--- src/design/assert_macros.svh ---
// ----------------------------------------------------------------------------
// assertion macros
// shared concurrent assertion wrappers for the swipe detector rtl
// ----------------------------------------------------------------------------
`ifndef ASSERT_MACROS_SVH
`define ASSERT_MACROS_SVH

// assertion on an explicit clock and active-low reset
`define SWGD_ASSERT_CLK(lbl, clk, rst_n, prop, msg) \
  lbl: assert property (@(posedge clk) disable iff (!rst_n) prop) else $error(msg);

// assertion on the block clock and reset
`define SWGD_ASSERT(lbl, prop, msg) \
  `SWGD_ASSERT_CLK(lbl, clk_i, rst_ni, prop, msg)

`endif

--- src/design/swgd_pkg.sv ---
// ----------------------------------------------------------------------------
// swgd_pkg
// types and constants shared by the swipe gesture detector modules
// ----------------------------------------------------------------------------
`default_nettype none

package swgd_pkg;

  localparam int COORD_W   = 12;
  localparam int ID_W      = 4;
  localparam int CFG_IDX_W = 2;
  localparam int CFG_DAT_W = 12;

  localparam logic [CFG_IDX_W-1:0] CFG_MIN_DISTANCE  = 2'd0;
  localparam logic [CFG_IDX_W-1:0] CFG_REPORT_ENABLE = 2'd1;

  localparam logic [COORD_W-1:0] MIN_DISTANCE_RST = 12'd15;

  typedef enum logic [1:0] {
    ACT_DOWN   = 2'd0,
    ACT_UP     = 2'd1,
    ACT_MOVE   = 2'd2,
    ACT_CANCEL = 2'd3
  } action_e;

  typedef enum logic [1:0] {
    DIR_RIGHT = 2'd0,
    DIR_LEFT  = 2'd1,
    DIR_UP    = 2'd2,
    DIR_DOWN  = 2'd3
  } dir_e;

  // one touch table entry
  typedef struct packed {
    logic [COORD_W-1:0] start_x;
    logic [COORD_W-1:0] start_y;
    logic               moved;
  } entry_t;

  // evaluation result for one event
  typedef struct packed {
    logic               hit;
    dir_e               dir;
    logic [COORD_W-1:0] dist_px;
  } result_t;

endpackage

`default_nettype wire

--- src/design/swgd_table.sv ---
// ----------------------------------------------------------------------------
// swgd_table
// per touch id start point and moved flag, updated by down, move and cancel
// ----------------------------------------------------------------------------
`default_nettype none

module swgd_table #(
  parameter int DEPTH = 16
) (
  input  wire                            clk_i,
  input  wire                            rst_ni,
  input  wire [(DEPTH > 1 ? $clog2(DEPTH) : 1)-1:0] idx_i,
  input  wire                            upd_en_i,
  input  swgd_pkg::action_e              action_i,
  input  wire [swgd_pkg::COORD_W-1:0]    pos_x_i,
  input  wire [swgd_pkg::COORD_W-1:0]    pos_y_i,
  output swgd_pkg::entry_t               entry_o
);

  swgd_pkg::entry_t tbl_q [DEPTH];

  assign entry_o = tbl_q[idx_i];

  always_ff @(posedge clk_i or negedge rst_ni) begin
    if (!rst_ni) begin
      for (int i = 0; i < DEPTH; i++) begin
        tbl_q[i] <= '0;
      end
    end else if (upd_en_i) begin
      case (action_i)
        swgd_pkg::ACT_DOWN: begin
          tbl_q[idx_i].start_x <= pos_x_i;
          tbl_q[idx_i].start_y <= pos_y_i;
          tbl_q[idx_i].moved   <= 1'b0;
        end
        swgd_pkg::ACT_MOVE:   tbl_q[idx_i].moved <= 1'b1;
        swgd_pkg::ACT_CANCEL: tbl_q[idx_i].moved <= 1'b0;
        default: ;
      endcase
    end
  end

endmodule

`default_nettype wire

--- src/design/swgd_eval.sv ---
// ----------------------------------------------------------------------------
// swgd_eval
// dominant axis, direction and threshold check for an up event
// ----------------------------------------------------------------------------
`default_nettype none

module swgd_eval (
  input  wire                           valid_i,
  input  wire                           in_range_i,
  input  swgd_pkg::action_e             action_i,
  input  wire [swgd_pkg::COORD_W-1:0]   pos_x_i,
  input  wire [swgd_pkg::COORD_W-1:0]   pos_y_i,
  input  swgd_pkg::entry_t              entry_i,
  input  wire [swgd_pkg::COORD_W-1:0]   min_distance_i,
  input  wire                           report_enable_i,
  output swgd_pkg::result_t             result_o
);

  logic                         x_ge, y_ge;
  logic [swgd_pkg::COORD_W-1:0] ax, ay;

  assign x_ge = pos_x_i >= entry_i.start_x;
  assign y_ge = pos_y_i >= entry_i.start_y;
  assign ax   = x_ge ? pos_x_i - entry_i.start_x : entry_i.start_x - pos_x_i;
  assign ay   = y_ge ? pos_y_i - entry_i.start_y : entry_i.start_y - pos_y_i;

  always_comb begin
    // ties go to the vertical axis
    if (ax > ay) begin
      result_o.dist_px = ax;
      result_o.dir  = (pos_x_i > entry_i.start_x) ? swgd_pkg::DIR_RIGHT : swgd_pkg::DIR_LEFT;
    end else begin
      result_o.dist_px = ay;
      result_o.dir  = (pos_y_i > entry_i.start_y) ? swgd_pkg::DIR_DOWN : swgd_pkg::DIR_UP;
    end
    result_o.hit = valid_i && in_range_i && (action_i == swgd_pkg::ACT_UP)
                   && entry_i.moved && report_enable_i
                   && (result_o.dist_px >= min_distance_i);
  end

endmodule

`default_nettype wire

--- src/design/swipe_gesture_detector.sv ---
// ----------------------------------------------------------------------------
// swipe_gesture_detector
// touch events in, swipe direction and distance out
//
//   channel  signals                                   direction
//   event    in_valid_i/in_ready_o, action/id/x/y      in
//   swipe    out_valid_o/out_ready_i, dir/dist         out
//   config   cfg_valid_i/cfg_ready_o, index/data       in
//
// one event per cycle unless stalled; an event goes from the input register
// through table lookup and compare into the swipe register when it is a swipe
// reset clears the touch table, min_distance to 15 and report_enable to 1
// the event side stalls only when the input register holds a swipe and the
// swipe register is full and not taken
// ----------------------------------------------------------------------------
`default_nettype none
`include "assert_macros.svh"

module swipe_gesture_detector #(
  parameter int NUM_TOUCH_IDS = 16
) (
  input  wire                              clk_i,
  input  wire                              rst_ni,
  input  wire                              in_valid_i,
  output logic                             in_ready_o,
  input  wire [1:0]                        action_i,
  input  wire [swgd_pkg::ID_W-1:0]         touch_id_i,
  input  wire [swgd_pkg::COORD_W-1:0]      pos_x_i,
  input  wire [swgd_pkg::COORD_W-1:0]      pos_y_i,
  output logic                             out_valid_o,
  input  wire                              out_ready_i,
  output logic [1:0]                       swipe_dir_o,
  output logic [swgd_pkg::COORD_W-1:0]     swipe_dist_o,
  input  wire                              cfg_valid_i,
  output logic                             cfg_ready_o,
  input  wire [swgd_pkg::CFG_IDX_W-1:0]    cfg_index_i,
  input  wire [swgd_pkg::CFG_DAT_W-1:0]    cfg_data_i
);

  // only ids reachable through the id field get an entry
  localparam int ID_SPAN = 1 << swgd_pkg::ID_W;
  localparam int DEPTH   = (NUM_TOUCH_IDS < ID_SPAN) ? NUM_TOUCH_IDS : ID_SPAN;
  localparam int IDX_W   = (DEPTH > 1) ? $clog2(DEPTH) : 1;
  localparam logic [swgd_pkg::ID_W:0] ID_LIMIT = (swgd_pkg::ID_W + 1)'(DEPTH);

  logic [swgd_pkg::COORD_W-1:0] min_distance_q;
  logic                         report_enable_q;

  logic                         s1_valid_q, s1_valid_d;
  swgd_pkg::action_e            s1_action_q;
  logic [swgd_pkg::ID_W-1:0]    s1_id_q;
  logic [swgd_pkg::COORD_W-1:0] s1_x_q, s1_y_q;

  logic                         out_valid_q, out_valid_d;
  swgd_pkg::dir_e               swipe_dir_q;
  logic [swgd_pkg::COORD_W-1:0] swipe_dist_q;

  logic                         in_xfer, adv, in_range;
  swgd_pkg::entry_t             entry;
  swgd_pkg::result_t            res;

  // config registers
  assign cfg_ready_o = 1'b1;

  always_ff @(posedge clk_i or negedge rst_ni) begin
    if (!rst_ni) begin
      min_distance_q  <= swgd_pkg::MIN_DISTANCE_RST;
      report_enable_q <= 1'b1;
    end else if (cfg_valid_i) begin
      case (cfg_index_i)
        swgd_pkg::CFG_MIN_DISTANCE:  min_distance_q  <= cfg_data_i[swgd_pkg::COORD_W-1:0];
        swgd_pkg::CFG_REPORT_ENABLE: report_enable_q <= cfg_data_i[0];
        default: ;
      endcase
    end
  end

  // input register
  assign in_range   = {1'b0, s1_id_q} < ID_LIMIT;
  assign adv        = s1_valid_q && (!res.hit || !out_valid_q || out_ready_i);
  assign in_ready_o = !s1_valid_q || adv;
  assign in_xfer    = in_valid_i && in_ready_o;

  always_comb begin
    s1_valid_d = s1_valid_q;
    if (in_xfer) begin
      s1_valid_d = 1'b1;
    end else if (adv) begin
      s1_valid_d = 1'b0;
    end
  end

  always_ff @(posedge clk_i or negedge rst_ni) begin
    if (!rst_ni) begin
      s1_valid_q <= 1'b0;
    end else begin
      s1_valid_q <= s1_valid_d;
    end
  end

  always_ff @(posedge clk_i) begin
    if (in_xfer) begin
      s1_action_q <= swgd_pkg::action_e'(action_i);
      s1_id_q     <= touch_id_i;
      s1_x_q      <= pos_x_i;
      s1_y_q      <= pos_y_i;
    end
  end

  swgd_table #(
    .DEPTH (DEPTH)
  ) u_table (
    .clk_i    (clk_i),
    .rst_ni   (rst_ni),
    .idx_i    (s1_id_q[IDX_W-1:0]),
    .upd_en_i (adv && in_range),
    .action_i (s1_action_q),
    .pos_x_i  (s1_x_q),
    .pos_y_i  (s1_y_q),
    .entry_o  (entry)
  );

  swgd_eval u_eval (
    .valid_i         (s1_valid_q),
    .in_range_i      (in_range),
    .action_i        (s1_action_q),
    .pos_x_i         (s1_x_q),
    .pos_y_i         (s1_y_q),
    .entry_i         (entry),
    .min_distance_i  (min_distance_q),
    .report_enable_i (report_enable_q),
    .result_o        (res)
  );

  // swipe register
  always_comb begin
    out_valid_d = out_valid_q;
    if (adv && res.hit) begin
      out_valid_d = 1'b1;
    end else if (out_ready_i) begin
      out_valid_d = 1'b0;
    end
  end

  always_ff @(posedge clk_i or negedge rst_ni) begin
    if (!rst_ni) begin
      out_valid_q <= 1'b0;
    end else begin
      out_valid_q <= out_valid_d;
    end
  end

  always_ff @(posedge clk_i) begin
    if (adv && res.hit) begin
      swipe_dir_q  <= res.dir;
      swipe_dist_q <= res.dist_px;
    end
  end

  assign out_valid_o  = out_valid_q;
  assign swipe_dir_o  = swipe_dir_q;
  assign swipe_dist_o = swipe_dist_q;

  `SWGD_ASSERT(a_hit_lands, (adv && res.hit) |=> out_valid_o, "swipe transfer lost")
  `SWGD_ASSERT(a_stall_full, !in_ready_o |-> (s1_valid_q && out_valid_q && res.hit), "stall without full pipe")
  `SWGD_ASSERT(a_hit_up_moved, res.hit |-> (s1_action_q == swgd_pkg::ACT_UP && entry.moved), "swipe from wrong event")

endmodule

`default_nettype wire
--- config.mk ---
export PLATFORM = sky130hd
export DESIGN_NAME = swipe_gesture_detector
export DESIGN_NICKNAME = d
export VERILOG_FILES = /design/src/design/swgd_pkg.sv /design/src/design/swgd_table.sv /design/src/design/swgd_eval.sv /design/src/design/swipe_gesture_detector.sv
export VERILOG_INCLUDE_DIRS = /design/src /design/src/design
export SDC_FILE = /design/constraint.sdc
export NUM_CORES = 1
export LEC_CHECK = 0
export BUFFER_PORTS_ARGS = -buffer_cell sky130_fd_sc_hd__buf_4
export CAP_MARGIN = 20
export CORE_MARGIN = 2
export CORE_UTILIZATION = 34
export CTS_CLUSTER_SIZE = 40
export DETAILED_ROUTE_END_ITERATION = 16
export HOLD_SLACK_MARGIN = 0.03
export PLACE_DENSITY = 0.58
export SLEW_MARGIN = 30
export SYNTH_ARGS = -nofsm -noshare
export SYNTH_HDL_FRONTEND = slang
export SYNTH_HIERARCHICAL = 1
export SYNTH_SLANG_ARGS = --single-unit
--- constraint.sdc ---
create_clock -name clk_i -period 24.4 [get_ports clk_i]
set_clock_uncertainty 0.05 [all_clocks]
set_input_delay 4.88 -clock clk_i [delete_from_list [all_inputs] [get_ports clk_i]]
set_output_delay 4.88 -clock clk_i [all_outputs]
set_load 0.05 [all_outputs]
==> summary.md <==
| Metric | Value |
|---|---|
| Clk Tree Root Cell | clkbuf_16 |
| Clk_lat worst skew | 0.58 ns |
| Max cap viols | 0 |
| DP Cell Count | 2482 |
| Final Max Tran Viols | 0 |
| Port Buffers | 64 |
| Placer Congestion | 0.9734 |
| Vias in the first global route | 14582 |
| CTS max path bufs | 3 |
| Setup TNS | 0 ns |
| Initial antenna violation count | 0 |
| Req. time, crit path | 19.47 ns |
| Full die area | 0.07033 mm^2 |
| Synth warn | 6 |
| Post-route cell area | 0.02611 mm^2 |
| First-pass GRT wire length | 92150 um |
| Main flop type after synthesis | dfrtp_1 |
| Area of the multi-input gates | 0.01061 mm^2 |
| Crit path DAT | 8.92 ns |
| Slowest-stage cell, CP | mux4_2 |
| EDFF count, synth | 44 |
| Fillers | 6245 |
| Share of layout cells above drive strength 1 | 0.4115 |
| Ys async rst share | 0.9041 |
| Largest net degree at the start of global routing | 176 |
| Final core utilization | 0.3874 |
| Overall power | 0.002690 W |
| Post-CTS sizing | 0 |
| Most common cell after layout, fill and taps aside | dfrtp_1 |
| Flops & latches, synth | 459 |
| DR vias/cell | 5.340 |
| DR pass1 iterations | 5 |
| Final Hold Viols | 0 |
| Num rows | 95 |
| I/O Pins | 66 |
| GRT Resource Usage Total | 0.1725 |
| Total clock sinks | 459 |
| Core Region | 0.06740 mm^2 |
| Area delta synth->final | 12.56% |
| Maximum VDD drop | 0.06958 mV |
| Synth Area per Inst | 14.20 um^2 |
| DR WL/cell | 23.30 um |
| CP Launch Type | flop |
| Cell Area, Placed | 0.02442 mm^2 |
| Storage element area | 0.01171 mm^2 |
| Outcome | completed |
| # diodes | 0 |
| Final cell count without fillers | 2574 |
| Hold_buf cts | 0 |
| Worst-path maximum fanout | 104 |
| CTS tree | yes |
| TritonCTS Buffers | 50 |
| Grt total ovfl | 0 |
| Die width | 265.2 um |
| Setup Buffers After CTS | 0 |
| Max Fclk | 72.23 MHz |
| Endpoints failing setup | 0 |
| Die height | 265.2 um |
| Mapped Area | 0.02320 mm^2 |
| Most frequent cells in the layout | dfrtp_1, mux2_2, mux4_2, buf_4, inv_1 |
| Worst setup EP type | output pin |
| RSZ-0062 raised after global routing | false |
| Net count, final | 1785 |
| Initial cell density of the core | 0.3442 |
| Count of cell types in the netlist | 76 |
| DR vias | 13744 |
| Reg clk slew, reported paths | 0.06 ns |
| Post-route DRC | 0 |
| Worst-margin pin slew | 1.007 ns |
| CP max stage delay | 0.61 ns |
| Sequential fraction of the synthesis area | 0.5049 |
| Post-layout min period | 13.85 ns |
| DP HPWL | 36740 um |
| CTS H-tree depth | 2 |
| Hold crit path type | flop to flop |
| DR iter-0 viols | 901 |
| Post-Synthesis Cells | 1633 |
| Power Dens Cells | 103.0 mW/mm^2 |
| Crit share post-route | 0.5674 |
| Routed WL | 59990 um |
| DRT antenna net count | 0 |
| CP Class | flop to output pin |
| P_leak | 11.75 nW |
| Relative slew slack | 0.3267 |
-- worst paths after layout --
kind	slack, ns	startpoint	cells past startpoint	end
max	10.55	s1_id_q[0]	31	in_ready_o
min	0.43	flop	1	flop
max reg2reg	13.50	s1_id_q[0]	34	flop
min reg2reg	0.43	flop	1	flop
max in group asynchronous	17.87	rst_ni	4	async pin
min in group asynchronous	4.27	rst_ni	1	async pin
-- cells in the mapped netlist, types with 6 or more instances --
cell type | count | area (um^2)
nor2_1 | 21 | 78.83
dfrtp_1 | 410 | 10260
nor2b_1 | 9 | 56.30
nand4_1 | 7 | 43.79
a21o_1 | 18 | 135.1
o21ai_0 | 37 | 185.2
clkbuf_1 | 42 | 157.7
nand2b_1 | 9 | 56.30
mux2_1 | 15 | 168.9
nor3_4 | 10 | 162.7
o21a_1 | 10 | 75.07
inv_1 | 80 | 300.3
edfxtp_1 | 44 | 1321
o21bai_1 | 6 | 45.04
a21oi_1 | 25 | 125.1
mux2i_1 | 19 | 190.2
a22oi_1 | 50 | 375.4
buf_4 | 6 | 45.04
buf_2 | 49 | 245.2
nor3_1 | 6 | 30.03
mux2_2 | 388 | 4369
mux4_2 | 100 | 2252
nand2_1 | 48 | 180.2
nand3_1 | 10 | 50.05
buf_6 | 15 | 168.9
ha_1 | 70 | 875.8
xor2_1 | 7 | 61.31
o31ai_1 | 15 | 112.6
xnor2_1 | 12 | 105.1
-- worst max-delay path: cells and delay by family, from the launching register on --
kind,cells,cell delay (ns)
compound gates,10,1.89
xor+xnor,1,0.19
fa+ha+maj,3,0.97
buf+inv,5,1.27
flops,1,0.38
mux,3,1.36
simple gates,9,2.00
-- kinds of logic (layout without fill, tap and decap cells) --
group / Yosys count / in the layout / share of synthesized area
xor+xnor: 19 / 19 / 0.007174
fa+ha+maj: 74 / 74 / 0.04121
flops: 459 / 459 / 0.5049
compound gates: 201 / 201 / 0.06031
other cells: 1 / 2 / 0.0001617
mux: 522 / 522 / 0.3009
buf+inv: 192 / 259 / 0.03954
simple gates: 165 / 165 / 0.04574
-- routing by layer --
metal	share of wire	track usage	wire, um	vias to the layer above
met5	0	0	0	-
met1	0.45	0.2335	26960	7229
li1	-	-	-	6092
met3	0.047	0.02962	2827	79
met4	0.023	0.04795	1400	0
met2	0.48	0.2859	28800	344
-- layout make-up --
class / instances / area share
timing repair buffer: 88 / 0.02808
inverter: 80 / 0.01150
sequential: 459 / 0.4486
multi-input combinational: 983 / 0.4065
clock buffer: 67 / 0.05271
tap: 873 / 0.04183
clock inverter: 24 / 0.01078
-- where the power goes --
| part | switching, W | total, W | internal [W] |
|---|---|---|---|
| sequential | 0.0000983 | 0.00106 | 0.000961 |
| combinational | 0.000443 | 0.000863 | 0.000420 |
| clock | 0.000308 | 0.000767 | 0.000459 |
| total | 0.000849 | 0.00269 | 0.00184 |
-- per-stage QoR --
stage,hold WS [ns],setup slack [ns]
6_report,0.4344,10.55
4_1_cts,0.4371,10.50
3_3_place_gp,0.4124,11.27
2_1_floorplan,0.4024,12.28
5_1_grt,0.4584,9.961
3_5_place_dp,0.4243,11.17
(Power assumes the default switching activity.)
